`src/hdl/prq_pkg.sv`:
```
// prq_pkg: shared widths, command and error codes, default sizes
// for the priority bucket ready queue; depends on nothing
package prq_pkg;

   localparam int TASK_W = 4;
   localparam int CMD_W  = 2;
   localparam int PRIO_W = 8;
   localparam int ERR_W  = 2;

   localparam int DEF_TASK_COUNT = 16;
   localparam int DEF_NUM_LEVELS = 256;

   // levels per group of the two-step level search
   localparam int GRP_W = 16;

   localparam logic [CMD_W-1:0] CMD_ENQUEUE = 2'd0;
   localparam logic [CMD_W-1:0] CMD_REMOVE  = 2'd1;
   localparam logic [CMD_W-1:0] CMD_PEEK    = 2'd2;

   localparam logic [ERR_W-1:0] ERR_NONE       = 2'd0;
   localparam logic [ERR_W-1:0] ERR_DUPLICATE  = 2'd1;
   localparam logic [ERR_W-1:0] ERR_NOT_QUEUED = 2'd2;

endpackage

```
`src/hdl/prq_ram.sv`:
```
// prq_ram: generic simple dual-port ram, one write and one registered read
// port; depends on nothing
module prq_ram #(
   parameter int WIDTH = 8,
   parameter int DEPTH = 16
) (
   input  logic                     clock,
   input  logic                     wr_en,
   input  logic [$clog2(DEPTH)-1:0] wr_addr,
   input  logic [WIDTH-1:0]         wr_data,
   input  logic [$clog2(DEPTH)-1:0] rd_addr,
   output logic [WIDTH-1:0]         rd_data
);

   logic [WIDTH-1:0] mem_ff [DEPTH];
   logic [WIDTH-1:0] rd_data_ff;

   always_ff @(posedge clock) begin
      if (wr_en) begin
         mem_ff[wr_addr] <= wr_data;
      end
      rd_data_ff <= mem_ff[rd_addr];
   end

   assign rd_data = rd_data_ff;

endmodule

```
`src/hdl/priority_bucket_ready_queue.sv`:
```
// priority_bucket_ready_queue: ready queue with per-level fifo lists
// depends on prq_pkg and prq_ram (level head/tail ram, task link ram)
//
//   port group  direction  handshake          payload
//   req_        in         req_valid/stall    command, task_id, priority_req
//   rsp_        out        rsp_valid/stall    next_task, all_empty, error
//
// one transaction at a time: each command passes decode, the two-step level
// search and the head read; enqueue to a filled level and remove add ram
// steps, remove of a middle task the most; the link ram has one read port.
// reset clears the valid bits at once, no clearing pass. a stalled result sits
// in the output register; the next request is taken meanwhile and its result
// waits in the done state.
module priority_bucket_ready_queue #(
   parameter int TASK_COUNT = prq_pkg::DEF_TASK_COUNT,
   parameter int NUM_LEVELS = prq_pkg::DEF_NUM_LEVELS
) (
   input  logic                       clock,
   input  logic                       reset,
   input  logic                       req_valid,
   output logic                       req_stall,
   input  logic [prq_pkg::CMD_W-1:0]  req_command,
   input  logic [prq_pkg::TASK_W-1:0] req_task_id,
   input  logic [prq_pkg::PRIO_W-1:0] req_priority_req,
   output logic                       rsp_valid,
   input  logic                       rsp_stall,
   output logic [prq_pkg::TASK_W-1:0] rsp_next_task,
   output logic                       rsp_all_empty,
   output logic [prq_pkg::ERR_W-1:0]  rsp_error
);

   localparam int TW     = prq_pkg::TASK_W;
   localparam int TIDX_W = $clog2(TASK_COUNT);
   localparam int LVL_W  = $clog2(NUM_LEVELS);
   localparam int GW     = prq_pkg::GRP_W;
   localparam int GB_W   = $clog2(GW);
   localparam int NG     = (NUM_LEVELS + GW - 1) / GW;
   localparam int GIDX_W = (NG > 1) ? $clog2(NG) : 1;
   localparam int LM_W   = 2 * TW;
   localparam int TM_W   = 2 * TW + LVL_W;

   typedef enum logic [11:0] {
      S_IDLE     = 12'b000000000001,
      S_DEC      = 12'b000000000010,
      S_ENQ_RD   = 12'b000000000100,
      S_ENQ_WR   = 12'b000000001000,
      S_REM_RD1  = 12'b000000010000,
      S_REM_RD2  = 12'b000000100000,
      S_REM_P    = 12'b000001000000,
      S_REM_N    = 12'b000010000000,
      S_FIND_GRP = 12'b000100000000,
      S_FIND_LVL = 12'b001000000000,
      S_HEAD     = 12'b010000000000,
      S_DONE     = 12'b100000000000
   } state_type;

   function automatic logic [TIDX_W-1:0] to_idx(input logic [TW-1:0] id);
      logic [TIDX_W+TW-1:0] e;
      e = {{TIDX_W{1'b0}}, id};
      return e[TIDX_W-1:0];
   endfunction

   state_type state_ff, state_in;
   logic      rsp_valid_ff, rsp_valid_in;
   logic [TASK_COUNT-1:0] queued_ff, queued_in;
   logic [NUM_LEVELS-1:0] nonempty_ff, nonempty_in;

   logic [prq_pkg::CMD_W-1:0] cmd_ff;
   logic [TW-1:0]             task_ff;
   logic [TIDX_W-1:0]         tidx_ff;
   logic                      tval_ff;
   logic [LVL_W-1:0]          lvl_ff;
   logic [prq_pkg::ERR_W-1:0] err_ff, err_in;
   logic [TW-1:0]             p_ff, p_in, n_ff, n_in, otail_ff, otail_in;
   logic [LVL_W-1:0]          rlvl_ff, rlvl_in;
   logic [GIDX_W-1:0]         grp_ff, grp_in;
   logic                      any_ff, any_in;
   logic [TW-1:0]             res_task_ff, res_task_in;
   logic                      res_empty_ff, res_empty_in;
   logic [TW-1:0]             rsp_task_ff, rsp_task_in;
   logic                      rsp_empty_ff, rsp_empty_in;
   logic [prq_pkg::ERR_W-1:0] rsp_err_ff, rsp_err_in;

   logic                      lm_we, tm_we;
   logic [LVL_W-1:0]          lm_waddr, lm_raddr;
   logic [LM_W-1:0]           lm_wdata, lm_rdata;
   logic [TIDX_W-1:0]         tm_waddr, tm_raddr;
   logic [TM_W-1:0]           tm_wdata, tm_rdata;

   logic                      accept;
   logic [TIDX_W+TW-1:0]      req_ext;
   logic                      req_tval;
   logic [LVL_W-1:0]          req_lvl;
   logic [NG*GW:0]            ne_ext;
   logic [NG*GW-1:0]          ne_pad;
   logic [NG-1:0]             grp_any;
   logic [GW-1:0]             grp_bits;
   logic [GB_W-1:0]           bit_sel;
   logic [GIDX_W+GB_W-1:0]    found_full;

   logic [TW-1:0]    lm_head, lm_tail, tm_next, tm_prev;
   logic [LVL_W-1:0] tm_level;

   assign lm_head  = lm_rdata[LM_W-1:TW];
   assign lm_tail  = lm_rdata[TW-1:0];
   assign tm_next  = tm_rdata[TM_W-1:TW+LVL_W];
   assign tm_prev  = tm_rdata[TW+LVL_W-1:LVL_W];
   assign tm_level = tm_rdata[LVL_W-1:0];

   assign req_stall = (state_ff != S_IDLE);
   assign accept    = req_valid && !req_stall;
   assign req_ext   = {{TIDX_W{1'b0}}, req_task_id};
   assign req_tval  = (req_ext < (TIDX_W+TW)'(TASK_COUNT));

   always_comb begin
      if ({1'b0, req_priority_req} >= (prq_pkg::PRIO_W+1)'(NUM_LEVELS)) begin
         req_lvl = LVL_W'(NUM_LEVELS - 1);
      end else begin
         req_lvl = req_priority_req[LVL_W-1:0];
      end
   end

   // level search, group summary then bit within the group
   assign ne_ext = {{(NG*GW-NUM_LEVELS+1){1'b0}}, nonempty_ff};
   assign ne_pad = ne_ext[NG*GW-1:0];

   always_comb begin
      for (int g = 0; g < NG; g++) begin
         grp_any[g] = |ne_pad[g*GW +: GW];
      end
      grp_in = grp_ff;
      any_in = any_ff;
      if (state_ff == S_FIND_GRP) begin
         grp_in = '0;
         any_in = |grp_any;
         for (int g = NG - 1; g >= 0; g--) begin
            if (grp_any[g]) begin
               grp_in = GIDX_W'(g);
            end
         end
      end
      grp_bits = ne_pad[int'(grp_ff)*GW +: GW];
      bit_sel  = '0;
      for (int b = GW - 1; b >= 0; b--) begin
         if (grp_bits[b]) begin
            bit_sel = GB_W'(b);
         end
      end
      found_full = {grp_ff, bit_sel};
   end

   always_comb begin
      state_in     = state_ff;
      rsp_valid_in = rsp_valid_ff;
      queued_in    = queued_ff;
      nonempty_in  = nonempty_ff;
      err_in       = err_ff;
      p_in         = p_ff;
      n_in         = n_ff;
      otail_in     = otail_ff;
      rlvl_in      = rlvl_ff;
      res_task_in  = res_task_ff;
      res_empty_in = res_empty_ff;
      rsp_task_in  = rsp_task_ff;
      rsp_empty_in = rsp_empty_ff;
      rsp_err_in   = rsp_err_ff;
      lm_we    = 1'b0;
      lm_waddr = lvl_ff;
      lm_wdata = '0;
      lm_raddr = lvl_ff;
      tm_we    = 1'b0;
      tm_waddr = tidx_ff;
      tm_wdata = '0;
      tm_raddr = tidx_ff;

      if (rsp_valid_ff && !rsp_stall) begin
         rsp_valid_in = 1'b0;
      end

      unique case (state_ff)
         S_IDLE: begin
            if (accept) begin
               state_in = S_DEC;
            end
         end
         S_DEC: begin
            err_in   = prq_pkg::ERR_NONE;
            state_in = S_FIND_GRP;
            unique case (cmd_ff)
               prq_pkg::CMD_ENQUEUE: begin
                  if (tval_ff && queued_ff[tidx_ff]) begin
                     err_in = prq_pkg::ERR_DUPLICATE;
                  end else if (tval_ff && nonempty_ff[lvl_ff]) begin
                     lm_raddr = lvl_ff;
                     state_in = S_ENQ_RD;
                  end else if (tval_ff) begin
                     lm_we    = 1'b1;
                     lm_waddr = lvl_ff;
                     lm_wdata = {task_ff, task_ff};
                     tm_we    = 1'b1;
                     tm_waddr = tidx_ff;
                     tm_wdata = {{TW{1'b0}}, {TW{1'b0}}, lvl_ff};
                     nonempty_in[lvl_ff] = 1'b1;
                     queued_in[tidx_ff]  = 1'b1;
                  end
               end
               prq_pkg::CMD_REMOVE: begin
                  if (tval_ff && queued_ff[tidx_ff]) begin
                     tm_raddr = tidx_ff;
                     state_in = S_REM_RD1;
                  end else begin
                     err_in = prq_pkg::ERR_NOT_QUEUED;
                  end
               end
               default: begin
               end
            endcase
         end
         S_ENQ_RD: begin
            otail_in = lm_tail;
            lm_we    = 1'b1;
            lm_waddr = lvl_ff;
            lm_wdata = {lm_head, task_ff};
            tm_raddr = to_idx(lm_tail);
            tm_we    = 1'b1;
            tm_waddr = tidx_ff;
            tm_wdata = {{TW{1'b0}}, lm_tail, lvl_ff};
            state_in = S_ENQ_WR;
         end
         S_ENQ_WR: begin
            tm_we    = 1'b1;
            tm_waddr = to_idx(otail_ff);
            tm_wdata = {task_ff, tm_prev, tm_level};
            queued_in[tidx_ff] = 1'b1;
            state_in = S_FIND_GRP;
         end
         S_REM_RD1: begin
            p_in     = tm_prev;
            n_in     = tm_next;
            rlvl_in  = tm_level;
            lm_raddr = tm_level;
            state_in = S_REM_RD2;
         end
         S_REM_RD2: begin
            queued_in[tidx_ff] = 1'b0;
            lm_waddr = rlvl_ff;
            state_in = S_FIND_GRP;
            priority if (lm_head == task_ff && lm_tail == task_ff) begin
               nonempty_in[rlvl_ff] = 1'b0;
            end else if (lm_head == task_ff) begin
               lm_we    = 1'b1;
               lm_wdata = {n_ff, lm_tail};
            end else if (lm_tail == task_ff) begin
               lm_we    = 1'b1;
               lm_wdata = {lm_head, p_ff};
            end else begin
               tm_raddr = to_idx(p_ff);
               state_in = S_REM_P;
            end
         end
         S_REM_P: begin
            tm_we    = 1'b1;
            tm_waddr = to_idx(p_ff);
            tm_wdata = {n_ff, tm_prev, tm_level};
            tm_raddr = to_idx(n_ff);
            state_in = S_REM_N;
         end
         S_REM_N: begin
            tm_we    = 1'b1;
            tm_waddr = to_idx(n_ff);
            tm_wdata = {tm_next, p_ff, tm_level};
            state_in = S_FIND_GRP;
         end
         S_FIND_GRP: begin
            state_in = S_FIND_LVL;
         end
         S_FIND_LVL: begin
            lm_raddr = found_full[LVL_W-1:0];
            state_in = S_HEAD;
         end
         S_HEAD: begin
            res_task_in  = any_ff ? lm_head : '0;
            res_empty_in = !any_ff;
            state_in     = S_DONE;
         end
         S_DONE: begin
            if (!rsp_valid_ff || !rsp_stall) begin
               rsp_valid_in = 1'b1;
               rsp_task_in  = res_task_ff;
               rsp_empty_in = res_empty_ff;
               rsp_err_in   = err_ff;
               state_in     = S_IDLE;
            end
         end
         default: begin
            state_in = S_IDLE;
         end
      endcase
   end

   always_ff @(posedge clock) begin
      if (reset) begin
         state_ff     <= S_IDLE;
         rsp_valid_ff <= 1'b0;
         queued_ff    <= '0;
         nonempty_ff  <= '0;
      end else begin
         state_ff     <= state_in;
         rsp_valid_ff <= rsp_valid_in;
         queued_ff    <= queued_in;
         nonempty_ff  <= nonempty_in;
      end
   end

   always_ff @(posedge clock) begin
      if (accept) begin
         cmd_ff  <= req_command;
         task_ff <= req_task_id;
         tidx_ff <= req_ext[TIDX_W-1:0];
         tval_ff <= req_tval;
         lvl_ff  <= req_lvl;
      end
      err_ff       <= err_in;
      p_ff         <= p_in;
      n_ff         <= n_in;
      otail_ff     <= otail_in;
      rlvl_ff      <= rlvl_in;
      grp_ff       <= grp_in;
      any_ff       <= any_in;
      res_task_ff  <= res_task_in;
      res_empty_ff <= res_empty_in;
      rsp_task_ff  <= rsp_task_in;
      rsp_empty_ff <= rsp_empty_in;
      rsp_err_ff   <= rsp_err_in;
   end

   // head and tail per level
   prq_ram #(
      .WIDTH(LM_W),
      .DEPTH(NUM_LEVELS)
   ) u_level_ram (
      .clock  (clock),
      .wr_en  (lm_we),
      .wr_addr(lm_waddr),
      .wr_data(lm_wdata),
      .rd_addr(lm_raddr),
      .rd_data(lm_rdata)
   );

   // next link, prev link and level per task
   prq_ram #(
      .WIDTH(TM_W),
      .DEPTH(TASK_COUNT)
   ) u_task_ram (
      .clock  (clock),
      .wr_en  (tm_we),
      .wr_addr(tm_waddr),
      .wr_data(tm_wdata),
      .rd_addr(tm_raddr),
      .rd_data(tm_rdata)
   );

   assign rsp_valid     = rsp_valid_ff;
   assign rsp_next_task = rsp_task_ff;
   assign rsp_all_empty = rsp_empty_ff;
   assign rsp_error     = rsp_err_ff;

endmodule
```
`config.mk`:
```
export PLATFORM = sky130hd
export DESIGN_NAME = priority_bucket_ready_queue
export DESIGN_NICKNAME = d
export VERILOG_FILES = /design/src/hdl/prq_pkg.sv /design/src/hdl/prq_ram.sv /design/src/hdl/priority_bucket_ready_queue.sv
export SDC_FILE = /design/constraint.sdc
export NUM_CORES = 2
export LEC_CHECK = 0
export BUFFER_PORTS_ARGS = -buffer_cell sky130_fd_sc_hd__buf_2
export CORE_UTILIZATION = 50
export DETAILED_ROUTE_END_ITERATION = 7
export PLACE_DENSITY = 0.65
export SLEW_MARGIN = 15
export SYNTH_ARGS = -nofsm -noshare
export SYNTH_HDL_FRONTEND = slang
export SYNTH_SLANG_ARGS = --single-unit
```
`constraint.sdc`:
```
create_clock -name clock -period 8 [get_ports clock]
set_input_delay 0.8 -clock clock [delete_from_list [all_inputs] [get_ports clock]]
set_output_delay 0.8 -clock clock [all_outputs]
set_load 0.02 [all_outputs]
```
==> impl_metrics.json <==
{
  "max_freq_ghz": 0.139,
  "grt_pass1_vias": 70800,
  "fp-row-count": 171,
  "outcome": "complete, no violations",
  "relSlewSlack": 0.122,
  "avgRoutedWirePerCell_um": 29.3,
  "synth-warning-count": 0,
  "design.core.area_um2": 217000,
  "synth_seq_cells": 2666,
  "drcViolationCount": 0,
  "cts_inserted_buffers": 291,
  "cts_hold_buf": 0,
  "synth_fp_nets": 8647,
  "layout_min_cycle_time_ns": 7.19,
  "synth-edff-count": 2357,
  "tightest_slew_ns": 1.31,
  "cts.reportedPaths.clkPinSlew_ns": 0.06,
  "start_kind": "flip-flop",
  "synth_area_leaders": "edfxtp_1 65%, nand2_1 6.4%, dfxtp_1 5.7%",
  "firstDrtPassIters": 8,
  "die-area_um2": 220000,
  "dr.first_iter.drc_count": 10800,
  "synthCells": 8626,
  "yosysTopAreaCellShare": 0.649,
  "antenna_found_initial": 7,
  "clk_latency_ns": 0.95,
  "clock_skew_ns": 0.0800,
  "avgSynthCellArea_um2": 12.6,
  "die-height_um": 469,
  "ctsRootBufferMaster": "clkbuf_16",
  "ant_nets": 0,
  "final_cell_mix": "2357 x edfxtp_1, 1866 x nand2_1, 1087 x a21oi_1",
  "p_leak_uw": 0.0371,
  "async_reset_ff_frac": 0,
  "detailedPlace.worstSlack_ns": 1.03,
  "io_pins": 27,
  "syn_to_final_growth_pct": 11.7,
  "drv_cap": 0,
  "routed_via_density": 6.45,
  "finalWorstSetupSlack_ns": 0.813,
  "critical_path_arrival_ns": 7.96,
  "min_period_over_period": 0.898,
  "final_common_cell": "edfxtp_1",
  "synthFlopType": "edfxtp_1",
  "final_hold_viol_count": 0,
  "tns_ns": 0,
  "cts_tree": "built",
  "grt_overflow": 0,
  "dp_hpwl_um": 206000,
  "grt.total_usage": 0.304,
  "initial_core_util": 0.503,
  "cts.repair.resized": 0,
  "power_density_nw_per_um2": 244,
  "crit_type": "flip-flop to flip-flop",
  "setup_viol": 0,
  "endpoint_kind": "flip-flop",
  "clock_sinks": 2666,
  "synth_top_cell_by_area": "edfxtp_1",
  "hp-class": "primary input to flip-flop",
  "yosysSeqAreaShare": 0.705,
  "path_max_fanout": 37,
  "yosysUniqueCellTypes": 67,
  "grt_max_degree": 163,
  "post-cts-setup-buffers": 0,
  "netlist_area_um2": 109000,
  "fillers": 17300,
  "gp_congestion": 0.974,
  "slew_violations": 0,
  "required_ns": 8.77,
  "cts_max_path_buffers": 4,
  "port_buffers": 26,
  "nets": 8579,
  "vias": 74900,
  "grt_pass1_wl_um": 491000,
  "routed_wl_um": 341000,
  "irDropWorstVdd_uv": 274,
  "rsz0062_at_grt": "no",
  "final_layout_size_suffix_gt1_frac": 0.105,
  "htreeDepth": 5,
  "die_w_um": 469
}
-- metrics by stage --
step,util,power [µW],std cells,hold WS [ns],area [µm²]
after floorplan,-,16400,8626,0.400,109000
final,0.562,29800,11600,0.0464,122000
after CTS,0.562,29800,11600,0.00494,122000
after global placement,0.521,17200,11100,0.429,113000
after global routing,0.562,30500,11600,0.0250,122000
after detailed placement,0.521,17200,11100,0.417,113000
-- flip-flops by register name, indices dropped and copies added, names as in the netlist, 8 cells and up, named ones only --
register and count:
u_level_ram.mem_ff 2048, ne_pad 256, u_task_ram.mem_ff 256, u_task_ram.rd_data 16, state_ff 12, lvl_ff 8, rlvl_ff 8, u_level_ram.rd_data 8
-- worst max-delay path, stage by stage, from the launching register on --
cell       delay, ns
edfxtp_1        1.02
buf_12          0.32
mux4_2          0.39
mux4_2          0.56
nor3_1          0.30
nand2_1         0.15
o21bai_1        0.19
a21oi_1         0.48
buf_4           0.28
a21boi_4        0.28
buf_4           0.40
buf_4           0.33
a32oi_1         0.17
nand3_1         0.19
nand4_1         0.44
a2111oi_1       1.14
buf_4           0.25
mux2i_1         0.06
-- report_power, final --
group          switching (µW)  internal, µW  leakage [µW]
logic                    1380           540        0.0130
registers                89.3         15000        0.0197
clock network            5360          7450       0.00434
total                    6820         23000        0.0371
-- kinds of logic after synthesis --
logic type / count (synthesis) / share of synthesized area
xor+xnor: 8 / 0.000642
simple gates: 3065 / 0.122
flops: 2666 / 0.705
compound gates: 2010 / 0.107
fa+ha+maj: 3 / 0.000344
buf+inv: 637 / 0.0243
mux: 237 / 0.0402
-- layout make-up --
type                            instances  area (µm²)  share of cell area
Sequential cell                      2666       77000               0.631
Multi-Input combinational cell       5323       29900               0.245
Clock buffer                          363        7750              0.0636
Tap cell                             2854        3570              0.0293
Timing Repair Buffer                  260        2480              0.0204
Clock inverter                        132        1120             0.00920
Inverter                               16        90.1            0.000739
Antenna cell                            3        7.51           0.0000616
-- synthesized netlist by cell type (38+ instances only) --
library cell  number
a31oi_1          125
edfxtp_1        2357
a21oi_1         1088
a32oi_1           90
buf_2            169
dfxtp_1          309
clkbuf_1         408
a211oi_1         194
and3_1            79
nand4_1          134
mux2i_1           76
nand3_1          319
and2_1            61
nor2_1           363
mux4_2           161
buf_1             38
nor4_1            95
a22oi_1           90
nand2_1         1872
o21ai_0          294
-- final timing paths --
kind         slack (ns)                 from                      to  cells after the start
max reg2reg        0.81            grp_ff[1]  u_level_ram.rd_data[4]                     17
max                0.81            grp_ff[1]  u_level_ram.rd_data[4]                     17
min                0.05  req_priority_req[2]               lvl_ff[2]                      1
min reg2reg        0.43         res_empty_ff           rsp_all_empty                      0
-- metal layers --
layer  GRT usage  wire, µm
met5    0.000433        43
met3      0.0704     36900
met2       0.467    156000
met4       0.134     16300
met1       0.415    132000
Note: power is estimated with default switching activity, not from simulation.
